## config.mk

```make
export PLATFORM = sky130hd
export DESIGN_NAME = deadline_timeout_table_core
export DESIGN_NICKNAME = d
export VERILOG_FILES = /design/src/rtl/core/dtt_pkg.sv /design/src/rtl/core/deadline_timeout_table_core.sv
export SDC_FILE = /design/constraint.sdc
export NUM_CORES = 2
export LEC_CHECK = 0
export ABC_AREA = 1
export BUFFER_PORTS_ARGS = -buffer_cell sky130_fd_sc_hd__buf_2
export CAP_MARGIN = 20
export CORE_MARGIN = 2
export CORE_UTILIZATION = 65
export CTS_BUF_LIST = sky130_fd_sc_hd__clkbuf_16
export DETAILED_ROUTE_END_ITERATION = 10
export PLACE_DENSITY = 0.89
export SYNTH_ARGS = -nofsm -noshare
export SYNTH_HDL_FRONTEND = slang
export SYNTH_SLANG_ARGS = --single-unit
```

## constraint.sdc

```tcl
create_clock -name clk -period 10.42 [get_ports clk]
set_input_delay 0 -clock clk [delete_from_list [all_inputs] [get_ports clk]]
set_output_delay 0 -clock clk [all_outputs]
set_load 0.02 [all_outputs]
```

## src/rtl/core/dtt_pkg.sv

```systemverilog
package dtt_pkg;

  localparam int ENTRIES     = 16;
  localparam int MAX_RESULTS = 16;
  localparam int ID_W        = 32;
  localparam int TIME_W      = 48;
  localparam int SLOT_W      = TIME_W + ID_W;
  localparam int IDX_W       = (ENTRIES > 1) ? $clog2(ENTRIES) : 1;
  localparam int BUF_W       = (MAX_RESULTS > 1) ? $clog2(MAX_RESULTS) : 1;
  localparam int CNT_W       = $clog2(MAX_RESULTS + 1);

  localparam logic [1:0] MODE_ARM    = 2'd0;
  localparam logic [1:0] MODE_CANCEL = 2'd1;
  localparam logic [1:0] MODE_TICK   = 2'd2;

  localparam logic [1:0] STAT_OK      = 2'd0;
  localparam logic [1:0] STAT_FULL    = 2'd1;
  localparam logic [1:0] STAT_UNKNOWN = 2'd2;

  typedef enum logic [3:0] {
    S_IDLE = 4'b0001,
    S_FIND = 4'b0010,
    S_SCAN = 4'b0100,
    S_EMIT = 4'b1000
  } state_t;

endpackage

```

## src/rtl/core/deadline_timeout_table_core.sv

```systemverilog
// Channel   | Handshake            | Payload
// ----------+----------------------+-------------------------------------------------
// request   | start, busy          | in_mode, in_entry_id, in_rel_timeout, in_now
// result    | out_valid (strobe)   | out_expired_valid, out_expired_id, out_last,
//           |                      | out_status, out_earliest_valid, out_earliest_deadline
//
// Slot ids and deadlines live in one synchronous memory that is swept one entry
// per cycle. Arm and cancel take one sweep to find the id and one to find the
// earliest deadline, then give one result. A tick takes k + 1 sweeps for k
// expired ids (k at most MAX_RESULTS), then gives max(k, 1) results.
// Reset (synchronous, rst_n low) clears the slot valid bits and returns to idle.
// Results come one per cycle, back to back; the receiver cannot stall them.
module deadline_timeout_table_core (
  input  logic                        clk,
  input  logic                        rst_n,
  input  logic                        start,
  output logic                        busy,
  input  logic [1:0]                  in_mode,
  input  logic [dtt_pkg::ID_W-1:0]    in_entry_id,
  input  logic [31:0]                 in_rel_timeout,
  input  logic [dtt_pkg::TIME_W-1:0]  in_now,
  output logic                        out_valid,
  output logic                        out_expired_valid,
  output logic [dtt_pkg::ID_W-1:0]    out_expired_id,
  output logic                        out_last,
  output logic [1:0]                  out_status,
  output logic                        out_earliest_valid,
  output logic [dtt_pkg::TIME_W-1:0]  out_earliest_deadline
);
  import dtt_pkg::*;

  localparam logic [IDX_W-1:0] LAST_IDX = IDX_W'(ENTRIES - 1);

  logic [SLOT_W-1:0] slot_mem [ENTRIES];
  logic [ID_W-1:0]   exp_buf  [MAX_RESULTS];

  state_t              state_r, state_nxt;
  logic [1:0]          req_mode_r, req_mode_nxt;
  logic [ID_W-1:0]     req_id_r, req_id_nxt;
  logic [TIME_W-1:0]   req_dl_r, req_dl_nxt;
  logic [TIME_W-1:0]   now_r, now_nxt;
  logic [1:0]          status_r, status_nxt;
  logic [IDX_W-1:0]    scan_addr_r, scan_addr_nxt;
  logic                scan_act_r, scan_act_nxt;
  logic                rd_vld_r, rd_vld_nxt;
  logic [IDX_W-1:0]    rd_idx_r, rd_idx_nxt;
  logic [SLOT_W-1:0]   rd_slot_r;
  logic                best_v_r, best_v_nxt;
  logic [IDX_W-1:0]    best_idx_r, best_idx_nxt;
  logic [SLOT_W-1:0]   best_r, best_nxt;
  logic                match_r, match_nxt;
  logic [IDX_W-1:0]    match_idx_r, match_idx_nxt;
  logic [CNT_W-1:0]    cnt_r, cnt_nxt;
  logic [CNT_W-1:0]    emit_idx_r, emit_idx_nxt;
  logic [ENTRIES-1:0]  slot_valid_r, slot_valid_nxt;
  logic                earl_v_r, earl_v_nxt;
  logic [TIME_W-1:0]   earl_dl_r, earl_dl_nxt;

  logic                out_valid_r, out_valid_nxt;
  logic                out_exp_v_r, out_exp_v_nxt;
  logic [ID_W-1:0]     out_exp_id_r;
  logic                out_last_r, out_last_nxt;
  logic [1:0]          out_status_r, out_status_nxt;
  logic                out_earl_v_r, out_earl_v_nxt;
  logic [TIME_W-1:0]   out_earl_dl_r, out_earl_dl_nxt;

  logic                mem_we;
  logic [IDX_W-1:0]    mem_waddr;
  logic                buf_we;
  logic [ID_W-1:0]     buf_wdata;

  logic                rd_slot_valid, hit, scan_done, better;
  logic                free_any;
  logic [IDX_W-1:0]    free_idx;
  logic                found;
  logic [IDX_W-1:0]    found_idx;
  logic                fin_v;
  logic [IDX_W-1:0]    fin_idx;
  logic [SLOT_W-1:0]   fin_slot;
  logic                emit_last;
  logic [TIME_W:0]     dl_sum;

  assign rd_slot_valid = slot_valid_r[rd_idx_r];
  assign scan_done     = rd_vld_r && (rd_idx_r == LAST_IDX);
  assign hit           = rd_vld_r && rd_slot_valid && (rd_slot_r[ID_W-1:0] == req_id_r);
  // Order by deadline first and id second: the deadline sits in the upper bits.
  assign better        = rd_vld_r && rd_slot_valid && (!best_v_r || (rd_slot_r < best_r));
  assign found         = match_r || hit;
  assign found_idx     = hit ? rd_idx_r : match_idx_r;
  assign fin_v         = best_v_r || better;
  assign fin_idx       = better ? rd_idx_r : best_idx_r;
  assign fin_slot      = better ? rd_slot_r : best_r;
  assign emit_last     = (cnt_r == '0) || (emit_idx_r == cnt_r - CNT_W'(1));
  assign dl_sum        = {1'b0, in_now} + {{(TIME_W - 31){1'b0}}, in_rel_timeout};

  always_comb begin
    free_any = 1'b0;
    free_idx = '0;
    for (int i = ENTRIES - 1; i >= 0; i--) begin
      if (!slot_valid_r[i]) begin
        free_any = 1'b1;
        free_idx = IDX_W'(i);
      end
    end
  end

  always_comb begin
    state_nxt       = state_r;
    req_mode_nxt    = req_mode_r;
    req_id_nxt      = req_id_r;
    req_dl_nxt      = req_dl_r;
    now_nxt         = now_r;
    status_nxt      = status_r;
    scan_addr_nxt   = scan_addr_r;
    scan_act_nxt    = scan_act_r;
    rd_vld_nxt      = 1'b0;
    rd_idx_nxt      = rd_idx_r;
    best_v_nxt      = best_v_r;
    best_idx_nxt    = best_idx_r;
    best_nxt        = best_r;
    match_nxt       = match_r;
    match_idx_nxt   = match_idx_r;
    cnt_nxt         = cnt_r;
    emit_idx_nxt    = emit_idx_r;
    slot_valid_nxt  = slot_valid_r;
    earl_v_nxt      = earl_v_r;
    earl_dl_nxt     = earl_dl_r;
    out_valid_nxt   = 1'b0;
    out_exp_v_nxt   = out_exp_v_r;
    out_last_nxt    = out_last_r;
    out_status_nxt  = out_status_r;
    out_earl_v_nxt  = out_earl_v_r;
    out_earl_dl_nxt = out_earl_dl_r;
    mem_we          = 1'b0;
    mem_waddr       = found_idx;
    buf_we          = 1'b0;
    buf_wdata       = fin_slot[ID_W-1:0];

    // Read issue side of the sweep: one address per cycle.
    if (scan_act_r) begin
      rd_vld_nxt = 1'b1;
      rd_idx_nxt = scan_addr_r;
      if (scan_addr_r == LAST_IDX) begin
        scan_act_nxt = 1'b0;
      end else begin
        scan_addr_nxt = scan_addr_r + IDX_W'(1);
      end
    end

    case (state_r)
      S_IDLE: begin
        if (start) begin
          req_mode_nxt  = in_mode;
          req_id_nxt    = in_entry_id;
          req_dl_nxt    = dl_sum[TIME_W] ? '1 : dl_sum[TIME_W-1:0];
          now_nxt       = in_now;
          status_nxt    = STAT_OK;
          cnt_nxt       = '0;
          scan_addr_nxt = '0;
          scan_act_nxt  = 1'b1;
          match_nxt     = 1'b0;
          best_v_nxt    = 1'b0;
          if (in_mode == MODE_ARM || in_mode == MODE_CANCEL) begin
            state_nxt = S_FIND;
          end else begin
            state_nxt = S_SCAN;
          end
        end
      end
      S_FIND: begin
        if (hit) begin
          match_nxt     = 1'b1;
          match_idx_nxt = rd_idx_r;
        end
        if (scan_done) begin
          if (req_mode_r == MODE_ARM) begin
            if (found || free_any) begin
              mem_we                    = 1'b1;
              mem_waddr                 = found ? found_idx : free_idx;
              slot_valid_nxt[mem_waddr] = 1'b1;
            end else begin
              status_nxt = STAT_FULL;
            end
          end else begin
            if (found) begin
              slot_valid_nxt[found_idx] = 1'b0;
            end else begin
              status_nxt = STAT_UNKNOWN;
            end
          end
          scan_addr_nxt = '0;
          scan_act_nxt  = 1'b1;
          best_v_nxt    = 1'b0;
          state_nxt     = S_SCAN;
        end
      end
      S_SCAN: begin
        if (better) begin
          best_v_nxt   = 1'b1;
          best_idx_nxt = rd_idx_r;
          best_nxt     = rd_slot_r;
        end
        if (scan_done) begin
          // A due entry found by this sweep is expired and another sweep follows while the
          // result buffer has room; otherwise this sweep also gives the earliest deadline.
          if (req_mode_r == MODE_TICK && fin_v && fin_slot[SLOT_W-1:ID_W] <= now_r &&
              cnt_r < CNT_W'(MAX_RESULTS)) begin
            buf_we                  = 1'b1;
            slot_valid_nxt[fin_idx] = 1'b0;
            cnt_nxt                 = cnt_r + CNT_W'(1);
            scan_addr_nxt           = '0;
            scan_act_nxt            = 1'b1;
            best_v_nxt              = 1'b0;
          end else begin
            earl_v_nxt   = fin_v;
            earl_dl_nxt  = fin_v ? fin_slot[SLOT_W-1:ID_W] : '0;
            emit_idx_nxt = '0;
            state_nxt    = S_EMIT;
          end
        end
      end
      S_EMIT: begin
        out_valid_nxt   = 1'b1;
        out_exp_v_nxt   = (cnt_r != '0);
        out_last_nxt    = emit_last;
        out_status_nxt  = status_r;
        out_earl_v_nxt  = earl_v_r;
        out_earl_dl_nxt = earl_dl_r;
        emit_idx_nxt    = emit_idx_r + CNT_W'(1);
        if (emit_last) begin
          state_nxt = S_IDLE;
        end
      end
      default: begin
        state_nxt = S_IDLE;
      end
    endcase
  end

  always_ff @(posedge clk) begin
    if (mem_we) begin
      slot_mem[mem_waddr] <= {req_dl_r, req_id_r};
    end
    if (scan_act_r) begin
      rd_slot_r <= slot_mem[scan_addr_r];
    end
  end

  always_ff @(posedge clk) begin
    if (buf_we) begin
      exp_buf[cnt_r[BUF_W-1:0]] <= buf_wdata;
    end
    if (state_r == S_EMIT) begin
      out_exp_id_r <= (cnt_r != '0) ? exp_buf[emit_idx_r[BUF_W-1:0]] : '0;
    end
  end

  always_ff @(posedge clk) begin
    if (!rst_n) begin
      state_r      <= S_IDLE;
      scan_act_r   <= 1'b0;
      rd_vld_r     <= 1'b0;
      slot_valid_r <= '0;
      out_valid_r  <= 1'b0;
    end else begin
      state_r      <= state_nxt;
      scan_act_r   <= scan_act_nxt;
      rd_vld_r     <= rd_vld_nxt;
      slot_valid_r <= slot_valid_nxt;
      out_valid_r  <= out_valid_nxt;
    end
  end

  always_ff @(posedge clk) begin
    req_mode_r    <= req_mode_nxt;
    req_id_r      <= req_id_nxt;
    req_dl_r      <= req_dl_nxt;
    now_r         <= now_nxt;
    status_r      <= status_nxt;
    scan_addr_r   <= scan_addr_nxt;
    rd_idx_r      <= rd_idx_nxt;
    best_v_r      <= best_v_nxt;
    best_idx_r    <= best_idx_nxt;
    best_r        <= best_nxt;
    match_r       <= match_nxt;
    match_idx_r   <= match_idx_nxt;
    cnt_r         <= cnt_nxt;
    emit_idx_r    <= emit_idx_nxt;
    earl_v_r      <= earl_v_nxt;
    earl_dl_r     <= earl_dl_nxt;
    out_exp_v_r   <= out_exp_v_nxt;
    out_last_r    <= out_last_nxt;
    out_status_r  <= out_status_nxt;
    out_earl_v_r  <= out_earl_v_nxt;
    out_earl_dl_r <= out_earl_dl_nxt;
  end

  assign busy                  = (state_r != S_IDLE);
  assign out_valid             = out_valid_r;
  assign out_expired_valid     = out_exp_v_r;
  assign out_expired_id        = out_exp_id_r;
  assign out_last              = out_last_r;
  assign out_status            = out_status_r;
  assign out_earliest_valid    = out_earl_v_r;
  assign out_earliest_deadline = out_earl_dl_r;

  a_done_with_last: assert property (@(posedge clk) disable iff (!rst_n)
    ($fell(busy) && $past(rst_n)) |-> (out_valid && out_last))
    else $error("request finished without a final result");

  a_results_contiguous: assert property (@(posedge clk) disable iff (!rst_n)
    (out_valid && !out_last) |=> out_valid)
    else $error("gap inside a result burst");

  a_expired_status_ok: assert property (@(posedge clk) disable iff (!rst_n)
    (out_valid && out_expired_valid) |-> (out_status == STAT_OK))
    else $error("expired id reported with an error status");

  a_count_bound: assert property (@(posedge clk) disable iff (!rst_n)
    (state_r != S_IDLE) |-> (cnt_r <= CNT_W'(MAX_RESULTS)))
    else $error("expired count beyond result limit");

endmodule
```

# Word level (Yosys, flattened, before mapping)
# Memory sizes are Yosys's and may differ from the RTL's. A register that Yosys moved wholly into a read port is not among the register bits.
# Cells that the tools add are included.
[word_totals]
output_inout_bits = 87
wordCells = 217
ff_bits = 365
mem_count = 2
ram_bits = 1792
input_bits = 117
[mem_list]
columns = ["name", "words", "width", "read_ports", "rd_clocked_by_memory_dff", "write_ports", "line_no", "rtl"]
rows = [
  ["slot_mem", 16, 80, 1, 1, 1, "deadline_timeout_table_core.sv:34", "logic [SLOT_W-1:0] slot_mem [ENTRIES];"],
  ["exp_buf", 16, 32, 1, 1, 1, "deadline_timeout_table_core.sv:35", "logic [ID_W-1:0] exp_buf [MAX_RESULTS];"],
]
[classes]
addsub = 5
bitwise = 6
mux = 110
order_cmp = 10
reduce_logical = 36
eq_ne = 22
[op_table]
columns = ["operator", "n"]
rows = [
  ["$mux W4", 34],
  ["$mux W16", 6],
  ["$lt A80 B80 Y1", 1],
  ["$mux W80", 1],
  ["$add A48 B32 Y49", 1],
  ["$le A48 B48 Y1", 1],
  ["$mux W1", 45],
  ["$and A16 B16 Y16", 2],
  ["$eq A32 B32 Y1", 1],
  ["$not A16 Y16", 2],
  ["$pmux W16 S2", 1],
  ["$mux W5", 5],
  ["$lt A4 B5 Y1 const B", 4],
  ["$pmux W5 S2", 2],
  ["$or A16 B16 Y16", 1],
  ["$pmux W4 S4", 1],
  ["$ne A2 B2 Y1 const B", 7],
  ["$demux W1 S4", 3],
  ["$eq A4 B4 Y1 const B", 3],
  ["$ge A4 B1 Y1 const B", 3],
  ["$ne A3 B3 Y1 const B", 4],
  ["$pmux W4 S3", 1],
  ["$reduce_and A3 Y1", 4],
  ["$add A5 B1 Y5 const B", 2],
  ["29 further kinds", 54],
]

# Depth between registers and ports, before layout
[depth]
depth_word = 26
ltp_mapped = 41
mapped_depth_nobuf = 39

# Worst setup path after synthesis
# OpenSTA, ideal clock, no wires.
[synth_path]
path_type = "reg-to-reg"
startpoint = "register state_r[3]"
endpoint = "register now_r[0], enable pin"
setup_time_ns = 0.623
arrival_ns = 6.239
stages_incl_launch_ff = 4
path_slack_ns = 3.558
period_less_slack_ns = 6.862
t_required_ns = 9.797
n_path_buf = 0
cell_sequence = "dfxtp_1 -> nor2_1 -> nand3_1 -> nor2_1"
[synth_via]
elab_chain_len = 2
[synth_lines]
columns = ["element", "line_no", "rtl"]
rows = [
  ["from (decl)", "deadline_timeout_table_core.sv:37", "state_t state_r, state_nxt;"],
  ["from (signal assigned)", "deadline_timeout_table_core.sv:266", "state_r <= state_nxt;"],
  ["$eq A4 B1 Y1", "deadline_timeout_table_core.sv:150", "case (state_r)"],
  ["$reduce_and A2 Y1 (no line)", "n/a", ""],
  ["to (signal assigned)", "deadline_timeout_table_core.sv:278", "now_r <= now_nxt;"],
  ["to (decl)", "deadline_timeout_table_core.sv:41", "logic [TIME_W-1:0] now_r, now_nxt;"],
]
# No other way between the ends.
# A chain may end at the register's enable or synchronous reset.

# Worst setup path in the final report
[layout_path]
startpoint = "register rd_slot_r[79], read port of slot_mem"
endpoint = "memory exp_buf[10][13], enable pin"
[layout_via]
elab_chain_len = 12
elab_cells_between_ends = 14
[layout_lines]
columns = ["element", "line_no", "rtl"]
rows = [
  ["from (decl)", "deadline_timeout_table_core.sv:47", "logic [SLOT_W-1:0] rd_slot_r;"],
  ["$lt A80 B80 Y1", "deadline_timeout_table_core.sv:87", "assign better = rd_vld_r && rd_slot_valid && (!best_v_r || (rd_slot_r < best_r));"],
  ["$logic_or A1 B1 Y1", "deadline_timeout_table_core.sv:87", ""],
  ["$logic_and A1 B1 Y1", "deadline_timeout_table_core.sv:87", ""],
  ["$mux W80", "n/a", ""],
  ["net fin_slot[47]", "deadline_timeout_table_core.sv:79", "logic [SLOT_W-1:0] fin_slot;"],
  ["$le A48 B48 Y1", "deadline_timeout_table_core.sv:206", "if (req_mode_r == MODE_TICK && fin_v && fin_slot[SLOT_W-1:ID_W] <= now_r &&"],
  ["$logic_and A1 B1 Y1 (2 in series)", "deadline_timeout_table_core.sv:206", ""],
  ["$mux W1", "deadline_timeout_table_core.sv:206", ""],
  ["$mux W1", "deadline_timeout_table_core.sv:203", "if (scan_done) begin"],
  ["$mux W1", "deadline_timeout_table_core.sv:150", ""],
  ["$mux W1", "deadline_timeout_table_core.sv:250", "if (buf_we) begin"],
  ["$mux W1 (implied by the code)", "deadline_timeout_table_core.sv:251", "exp_buf[cnt_r[BUF_W-1:0]] <= buf_wdata;"],
  ["to (decl)", "deadline_timeout_table_core.sv:35", ""],
]
# The timed path passes the listed nets, and every way through them passes these cells.

==> impl_metrics.json <==
{
  "status": "complete, no violations",
  "htree_levels": 4,
  "finClkSkew_ns": 0.0363,
  "ir_drop_mv": 0.195,
  "hold-path-cell-count": 4,
  "antenna_found_initial": 5,
  "final_hold_viol_count": 0,
  "yosys.cell_types.count": 53,
  "worstPathRequired_ns": 10.86,
  "drv_cap": 0,
  "cts_setup_buffers": 0,
  "final_common_cell": "edfxtp_1",
  "synth_edf_count": 2242,
  "p_total_mw": 23.1,
  "critPathMostFrequentCell": "nand2_1",
  "tightestPinTransition_ns": 1.28,
  "clock.fmax_mhz": 114,
  "synth_nets": 7491,
  "io-pin-count": 204,
  "yosys-top-cells-area": "edfxtp_1 (71%), mux2i_1 (3.9%), o21ai_0 (3.3%)",
  "worst_slack_ns": 1.65,
  "fill_cells": 7680,
  "power_density_mw_per_mm2": 216,
  "pre_cts_ws_ns": 2.51,
  "detail_route.wl_per_cell_um": 27.5,
  "whs_ns": 0.0661,
  "via_per_inst": 6.71,
  "grt_setup_unrepaired": "false",
  "area_growth_pct": 12.9,
  "track_usage_pct": 35.4,
  "syn_area_per_cell_um2": 13.1,
  "die_y_um": 386,
  "dr.first_iter.drc_count": 11499,
  "postRouteWirelength_um": 265000,
  "reg2reg_slack_ns": 1.65,
  "critical-path-top-delay-family": "simple AND/OR/NAND/NOR gates",
  "synth_top_area_share_pct": 71.1,
  "synth_seq_area_share_pct": 71.7,
  "vias": 64817,
  "dieArea_mm2": 0.149,
  "drt-pass1-iter-count": 9,
  "cts_root_buffer": "clkbuf_16",
  "path_class": "reg2reg",
  "synthArstFlopShare_pct": 0,
  "leakage_nw": 38.8,
  "ys_ff_latch": 2269,
  "cts.sinks": 2269,
  "setup_viol": 0,
  "grt_max_degree": 220,
  "synth_area_mm2": 0.0947,
  "start_util_pct": 65.3,
  "worstPathMaxFanout": 86,
  "maxSlewHeadroom_pct": 14.4,
  "place.gp.congestion": 0.956,
  "remaining_drc_errors": 0,
  "cp_slowest_cell": "nor2_4",
  "multi_input_area_mm2": 0.0227,
  "grt_overflow": 0,
  "place_hpwl_um": 138000,
  "drive_gt1_share_pct": 9.47,
  "portBuffers": 203,
  "ant_nets": 0,
  "synth.largest_area_cell": "edfxtp_1",
  "die_w_um": 386,
  "max_stage_delay_ns": 1.02,
  "cts_tree": "built",
  "seqCellArea_mm2": 0.0679,
  "grt_pass1_wl_um": 391000,
  "nets": 7850,
  "post-route-min-period_ns": 8.77,
  "worstSetupEndpointType": "flip-flop",
  "ys.warnings.count": 0,
  "rows": 140,
  "startpoint_type": "flip-flop",
  "final_cell_mix": "edfxtp_1 (2,242), inv_1 (802), nand2_1 (683)",
  "place_area_mm2": 0.0978,
  "path_depth": 26,
  "r2r_cells": 26,
  "synthCells": 7207,
  "slew_violations": 0,
  "clk_pin_slew_ns": 0.06,
  "ys.flop_type": "edfxtp_1",
  "cp.arrival_ns": 9.20,
  "final_cell_area_mm2": 0.107,
  "setup_tns_ns": 0,
  "hold_path_class": "in2reg",
  "fin_crit_sh_pct": 84.1,
  "clockBufferDepth": 3,
  "core_mm2": 0.145,
  "grt_pass1_vias": 65068,
  "crit_buf_inv": 3,
  "clock_latency_ns": 0.86,
  "numCtsBuffers": 207
}
## flip-flops by register name, summed over array words and instances, names as in the netlist, 2 cells and up
signal                 flops
best_idx_r                 4
best_r                    80
cnt_r                      5
earl_dl_r                 48
emit_idx_r                 5
exp_buf                  512
match_idx_r                4
now_r                     48
out_earliest_deadline     48
out_expired_id            32
out_status                 2
rd_idx_r                   4
rd_slot_r                 80
req_dl_r                  48
req_id_r                  32
req_mode_r                 2
scan_addr_r                4
slot_mem                1280
slot_valid_r              16
state_r                    4
status_r                   2
## layer usage
metal	GRT usage [%]	wire, um	part of all wire [%]
met5	0.0975	44	0.017
met4	23.4	19700	7.4
met3	7.35	34100	13
met2	57.3	127000	48
met1	43.2	84500	32
## layout make-up
type	count	share of cell area, %
diodes	1	0.00234
repair buffers	517	3.74
inverters	783	2.77
clock inverters	172	1.59
flip-flops and latches	2269	63.5
multi-input cells	3788	21.3
well taps	1917	2.24
clock buffers	209	4.89
## path summary, 6_finish.rpt
path / start / to
setup / recovery: rd_slot_r[79] / exp_buf[10][13]
hold / removal: in_rel_timeout[25] / req_dl_r[25]
setup reg to reg: rd_slot_r[79] / exp_buf[10][13]
hold reg to reg: status_r[1] / out_status[1]
## synthesized netlist by cell type, types with 20 or more instances
cell type,instances
or2_2,23
ha_1,166
buf_1,52
inv_1,776
o211ai_1,342
o221ai_1,51
xor2_1,41
edfxtp_1,2242
clkbuf_1,295
nand3_1,216
o21ai_0,616
nor2_1,541
a21oi_1,473
mux2i_1,369
nor3_1,20
nand2_1,684
a31oi_1,49
dfxtp_1,27
o32ai_1,80
## logic make-up after synthesis
kind of cell,count (synthesis),synth area share (%)
flip-flops,2269,71.7
AO/OA/AOI/OAI,1665,10.5
AND/OR/NAND/NOR,1536,6.63
buffers and inverters,1150,4.60
multiplexers,369,3.90
adder cells (fa/ha/maj),167,2.22
XOR/XNOR,51,0.472
## report_power, final
group	total, mW	switching [mW]	internal, mW
sequential	11.0	0.417	10.6
combinational	4.23	2.89	1.34
clock	7.89	3.46	4.42
total	23.1	6.77	16.3
## worst reg2reg max path, stage by stage, from the launching register on
cell and delay [ns]:
edfxtp_1 0.43, ha_1 0.35, nand2_1 0.07, inv_1 0.08, nand3_1 0.13, nor3_1 0.60, nand2_1 0.36, nor2_1 0.27
nand2_1 0.10, nand3_1 0.24, nand2_1 0.27, nand2_4 0.51, buf_4 0.78, o21ai_0 0.51, ha_1 0.49, nand2_1 0.14
nor2_1 0.18, nand2_1 0.12, nor2_1 0.33, nand2_1 0.10, nand2_1 0.25, nand2_1 0.13, inv_1 0.09, nand2_1 0.09
nor2_1 0.32, nand2_1 0.39, nor2_4 1.02
## per-stage QoR
| stage | util [%] | cells |
|---|---|---|
| finish | 73.7 | 9656 |
| global route | 73.7 | 9656 |
| CTS | 73.6 | 9650 |
| detailed placement | 67.5 | 9064 |
| global placement | 67.4 | 9063 |
| floorplan | - | 7207 |
## what timing repair did
| action | in CTS | in global routing |
|---|---|---|
| resized for setup | 0 | 0 |
| hold buffers | 205 | 0 |
| endpoints found under the hold margin | 166 | 0 |
Power figures use the tool's default switching activity.
